[config.mk]
export PLATFORM = sky130hd
export DESIGN_NAME = lrf_gain
export DESIGN_NICKNAME = d
export VERILOG_FILES = /design/src/rtl/lrf_pkg.sv /design/src/rtl/lrf_gain.sv
export SDC_FILE = /design/constraint.sdc
export NUM_CORES = 2
export LEC_CHECK = 0
export ABC_AREA = 0
export ABC_CLOCK_PERIOD_IN_PS = 3900
export BUFFER_PORTS_ARGS = -buffer_cell sky130_fd_sc_hd__clkbuf_2
export CORE_AREA = 10 10 520 420
export DETAILED_ROUTE_END_ITERATION = 16
export DIE_AREA = 0 0 530 430
export PLACE_DENSITY = 0.53
export REMOVE_ABC_BUFFERS = 1
export SKIP_LAST_GASP = 1
export SYNTH_ARGS = -nofsm -noshare
export SYNTH_HDL_FRONTEND = slang
export SYNTH_SLANG_ARGS = --single-unit
[constraint.sdc]
create_clock -name clk -period 3.9 [get_ports clk]
set_input_delay 0.585 -clock clk [delete_from_list [all_inputs] [get_ports clk]]
set_output_delay 0.585 -clock clk [all_outputs]
set_load 0.02 [all_outputs]
[src/rtl/lrf_pkg.sv]
// ----------------------------------------------------------------------------
// lrf_pkg
// Types and constants shared by the limited reference filter modules.
// ----------------------------------------------------------------------------
package lrf_pkg;

    typedef struct packed {
        logic signed [31:0] cmd_x;
        logic signed [31:0] cmd_y;
        logic signed [31:0] cmd_z;
        logic signed [31:0] cmd_heading;
        logic               restart;
        logic signed [31:0] meas_x;
        logic signed [31:0] meas_y;
        logic signed [31:0] meas_z;
        logic signed [31:0] meas_heading;
    } tick_t;

    typedef struct packed {
        logic signed [31:0] pos_x;
        logic signed [31:0] pos_y;
        logic signed [31:0] pos_z;
        logic signed [31:0] vel_x;
        logic signed [31:0] vel_y;
        logic signed [31:0] vel_z;
        logic signed [31:0] acc_x;
        logic signed [31:0] acc_y;
        logic signed [31:0] acc_z;
        logic signed [31:0] heading;
        logic signed [31:0] heading_rate;
        logic signed [31:0] heading_accel;
    } result_t;

    // filter gains, both unsigned q16.16 saturated to 31 bits
    typedef struct packed {
        logic [30:0] k1;
        logic [30:0] k2;
    } gain_t;

    typedef struct packed {
        logic [30:0] jerk;
        logic [30:0] acc;
        logic [30:0] vel;
    } limits_t;

    typedef enum logic [2:0] {
        REG_NATURAL_FREQ   = 3'd0,
        REG_DAMPING_RATIO  = 3'd1,
        REG_LIN_JERK_LIMIT = 3'd2,
        REG_LIN_ACC_LIMIT  = 3'd3,
        REG_LIN_VEL_LIMIT  = 3'd4,
        REG_YAW_JERK_LIMIT = 3'd5,
        REG_YAW_ACC_LIMIT  = 3'd6,
        REG_YAW_VEL_LIMIT  = 3'd7
    } reg_idx_t;

    localparam logic [30:0] NATURAL_FREQ_RST = 31'd65536;
    localparam logic [30:0] DAMPING_RATIO_RST = 31'd32768;
    localparam logic [30:0] JERK_LIMIT_RST = 31'd22938;
    localparam logic [30:0] ACC_LIMIT_RST = 31'd49152;
    localparam logic [30:0] VEL_LIMIT_RST = 31'd98304;

    // pi and two pi in q16.16
    localparam logic signed [33:0] PI_Q = 34'sd205887;
    localparam logic signed [33:0] TWO_PI_Q = 34'sd411775;

    typedef enum logic [1:0] {
        GAIN_IDLE,
        GAIN_SQUARE,
        GAIN_DAMP
    } gain_state_t;

    typedef enum logic [3:0] {
        LANE_IDLE,
        LANE_ERR,
        LANE_MUL_K1,
        LANE_MUL_K2,
        LANE_DEMAND,
        LANE_DIV_LO,
        LANE_DIV_HI,
        LANE_DIV_Q,
        LANE_DIV_FIX,
        LANE_APPLY
    } lane_state_t;

    // which quotient the lane divider is producing
    typedef enum logic [1:0] {
        DIV_JERK,
        DIV_ACC,
        DIV_VEL
    } div_sel_t;

    typedef enum logic [1:0] {
        TOP_IDLE,
        TOP_GAIN,
        TOP_RUN,
        TOP_DONE
    } top_state_t;

endpackage

[src/rtl/lrf_gain.sv]
// ----------------------------------------------------------------------------
// lrf_gain
// Computes k1 = omega^2 and k2 = 2*zeta*omega with one shared multiplier.
// ----------------------------------------------------------------------------
module lrf_gain (
    input  logic           clk,
    input  logic           rst_n,
    input  logic           start,
    input  logic [30:0]    natural_freq,
    input  logic [30:0]    damping_ratio,
    output logic           done,
    output lrf_pkg::gain_t gain
);

    localparam logic [45:0] K_MAX = 46'h7FFF_FFFF;

    lrf_pkg::gain_state_t state_reg, state_next;
    logic [61:0] prod_reg, prod_next;
    logic [30:0] k1_reg, k1_next;
    logic [30:0] k2_reg, k2_next;
    logic [30:0] mul_b;
    logic [45:0] scaled;

    always_ff @(posedge clk or negedge rst_n)
    begin
        if (!rst_n)
        begin
            state_reg <= lrf_pkg::GAIN_IDLE;
        end
        else
        begin
            state_reg <= state_next;
        end
    end

    always_ff @(posedge clk)
    begin
        prod_reg <= prod_next;
        k1_reg   <= k1_next;
        k2_reg   <= k2_next;
    end

    always_comb
    begin
        state_next = state_reg;
        prod_next  = prod_reg;
        k1_next    = k1_reg;
        k2_next    = k2_reg;
        done       = 1'b0;
        mul_b      = natural_freq;
        scaled     = prod_reg[61:16];
        unique case (state_reg)
            lrf_pkg::GAIN_IDLE:
            begin
                if (start)
                begin
                    prod_next  = natural_freq * mul_b;
                    state_next = lrf_pkg::GAIN_SQUARE;
                end
            end
            lrf_pkg::GAIN_SQUARE:
            begin
                k1_next    = (scaled > K_MAX) ? K_MAX[30:0] : scaled[30:0];
                mul_b      = damping_ratio;
                prod_next  = natural_freq * mul_b;
                state_next = lrf_pkg::GAIN_DAMP;
            end
            lrf_pkg::GAIN_DAMP:
            begin
                // the factor two folds into a shift of 15
                scaled     = prod_reg[60:15];
                if (prod_reg[61])
                begin
                    k2_next = K_MAX[30:0];
                end
                else
                begin
                    k2_next = (scaled > K_MAX) ? K_MAX[30:0] : scaled[30:0];
                end
                done       = 1'b1;
                state_next = lrf_pkg::GAIN_IDLE;
            end
            default:
            begin
                state_next = lrf_pkg::GAIN_IDLE;
            end
        endcase
    end

    assign gain.k1 = k1_reg;
    assign gain.k2 = k2_reg;

    a_done_after_damp: assert property (@(posedge clk) disable iff (!rst_n)
        done |-> state_reg == lrf_pkg::GAIN_DAMP)
        else $error("gain done outside final step");

    a_start_leads_square: assert property (@(posedge clk) disable iff (!rst_n)
        state_reg == lrf_pkg::GAIN_IDLE && start |=> state_reg == lrf_pkg::GAIN_SQUARE)
        else $error("gain start not taken");

    a_square_then_damp: assert property (@(posedge clk) disable iff (!rst_n)
        state_reg == lrf_pkg::GAIN_SQUARE |=> state_reg == lrf_pkg::GAIN_DAMP)
        else $error("gain sequence broken");

endmodule

==> qor.yml <==
cts_root_buf: "clkbuf_16"
r2r-start: "state_reg[1]"
hpwl_mm: 160
grt_pass1_vias: 51500
cp-end-kind: "flip-flop"
grt_pass1_wl_mm: 296
nets: 9611
syn_area_per_cell_um2: 9.45
ys.flop_type: "edfxtp_1"
fin_crit_sh_pct: 201
portBuffers: 127
violations: "setup timing"
via_count: 46400
drc: 0
worst-path-buf-inv: 7
fin_cells: 10200
setup_viol: 47
clock_skew_ns: 0.0340
largest_reg_flops: 47
timing.rr.end: "prod_reg[28]"
drv_cap: 0
antenna_found_initial: 16
clk_latency_ns: 0.43
grt_overflow: 0
clkSinkCount: 111
viasPerCell: 4.55
critPathTopFamily: "adder cells"
r2r_cells: 6
ys_async_sr_fraction_pct: 1.80
syn_inst: 6556
start_util_pct: 29.8
grtUsageTotal_pct: 16.6
cts.clk_slew.worst_paths_ns: 0.11
critPathMostFrequentCell: "fa_1"
max_stage_delay_ns: 0.58
cp-start-kind: "primary input"
synthesis.area_um2: 61900
finalHoldViolCount: 0
cts_buffers: 9
critPathSlowestCell: "fa_1"
synth-seq-cells: 111
detailedRoute.firstPassIterationCount: 8
drt-initial-drc-count: 2755
tightest_slew_ns: 0.758
setup.worst_path.start: "damping_ratio[10]"
slew-limit-headroom_pct: 49.3
placed_cells: 10000
ioPinCount: 128
drive_gt1_share_pct: 22.7
wl_per_cell_um: 18.2
cp-endpoint: "prod_reg[60]"
place_ws_ns: -4.69
status: "complete, but fails checks"
wl_mm: 186
fin_crit_ns: 7.83
die_x_um: 530
place_congestion: 0.877
cp_max_fo: 17
cts_htree_levels: 3
finalWorstSetupSlack_ns: -3.93
synth_edf_count: 109
cp_num_cells: 27
cts_tree: "done"
core_area_um2: 208000
rrSetupSlack_ns: 1.52
die_y_um: 430
hold_class: "in -> reg"
ys_seq_area_share_pct: 5.36
final_cell_mix: "inv_1 (1635), fa_1 (1516), buf_4 (867)"
cp.required_ns: 4.09
yosys_warnings: 0
fp-row-count: 150
max_freq_mhz: 128
area_growth_pct: 25.3
finalMaxSlewViolations: 0
path_class: "in -> reg"
final_common_cell: "inv_1"
arrival_ns: 8.02
grt_max_degree: 63
die-area_um2: 228000
synth.distinct_cells: 79
grt_setup_unrepaired: "true"
ant_nets: 0
cts.path.max_buffers: 2
[per-stage QoR]
| stage | area [um2] | hold slack, ns | utilization (%) | setup TNS (ns) |
|---|---|---|---|---|
| detailed placement | 72800 | 0.385 | 35.0 | -197.82 |
| global placement | 72800 | 0.382 | 35.0 | -197.98 |
| finish | 77600 | 0.462 | 37.3 | -163.35 |
| CTS | 76600 | 0.426 | 36.8 | -162.22 |
| global route | 77600 | 0.437 | 37.3 | -171.71 |
| floorplan | 60700 | 0.289 | - | -139.58 |
[area by class of cell]
type | instances | area (um2)
flip-flops and latches | 111 | 3320
multi-input cells | 4427 | 53300
inverters | 1681 | 6320
clock inverters | 7 | 91.3
fillers | 20900 | 130000
diodes | 7 | 17.5
well taps | 2736 | 3420
repair buffers | 1210 | 11000
clock buffers | 9 | 225
[metal layers]
metal	routed length, um	GRT usage (%)	vias to the layer above
met5	13	0	-
met4	4580	3.57	2
met3	12100	3.29	166
met2	85000	26.4	1137
met1	84100	23.2	24100
li1	-	-	20900
[what timing repair did]
item | CTS | global route
hold buffers | 1 | 0
hold endpoints to repair | 2 | 0
setup endpoints to repair | 47 | 47
resized for setup | 535 | 203
buffers inserted | 98 | 41
pin swaps | 255 | 166
cloned | 13 | 1
[kinds of logic after synthesis]
family                     count (synthesis)  synth area share (%)
buffers and inverters                   2018                  12.3
adders and majority gates               2106                  61.7
muxes                                     12                 0.196
DFF                                      111                  5.36
AOI/OAI and AO/OA                        394                  4.24
xor gates and xnor gates                 116                  1.64
and+or+nand+nor                         1799                  14.6
[Yosys cell counts (all sizes together) (4+ instances only)]
master | n | share of area [%]
a41oi | 4 | 0.057
and3 | 19 | 0.19
edfxtp | 109 | 5.3
nor2b | 12 | 0.12
and4 | 10 | 0.14
ha | 523 | 11
o21ai | 64 | 0.52
nor3 | 13 | 0.11
xnor2 | 59 | 0.83
fa | 1583 | 51
inv | 1681 | 10
o21a | 5 | 0.061
o21bai | 19 | 0.24
a21oi | 139 | 1.1
nand3 | 22 | 0.18
clkbuf | 327 | 2.0
nand2 | 802 | 4.9
or3 | 36 | 0.37
a21boi | 4 | 0.048
buf | 10 | 0.099
a31o | 8 | 0.11
mux2i | 11 | 0.18
xor2 | 57 | 0.81
a21o | 73 | 0.88
a211oi | 8 | 0.14
o31ai | 13 | 0.22
nor3b | 4 | 0.048
and2 | 697 | 7.0
or2 | 36 | 0.36
nand2b | 10 | 0.10
nand4 | 27 | 0.28
nor4 | 7 | 0.071
o211ai | 7 | 0.093
a31oi | 11 | 0.14
nor2 | 97 | 0.59
a221oi | 10 | 0.15
[how the worst min path moves through the flow]
stage                from           end  cells after the start
floorplan           rst_n  state_reg[0]                      0
global placement    rst_n  state_reg[1]                      1
detailed placement  rst_n  state_reg[1]                      1
CTS                 start  state_reg[0]                      2
global route        start  state_reg[0]                      2
finish              start  state_reg[0]                      2
Power is left out: the tool's default activity adds up to more than one toggle a clock period on the data nets, which glitch-free logic cannot reach.
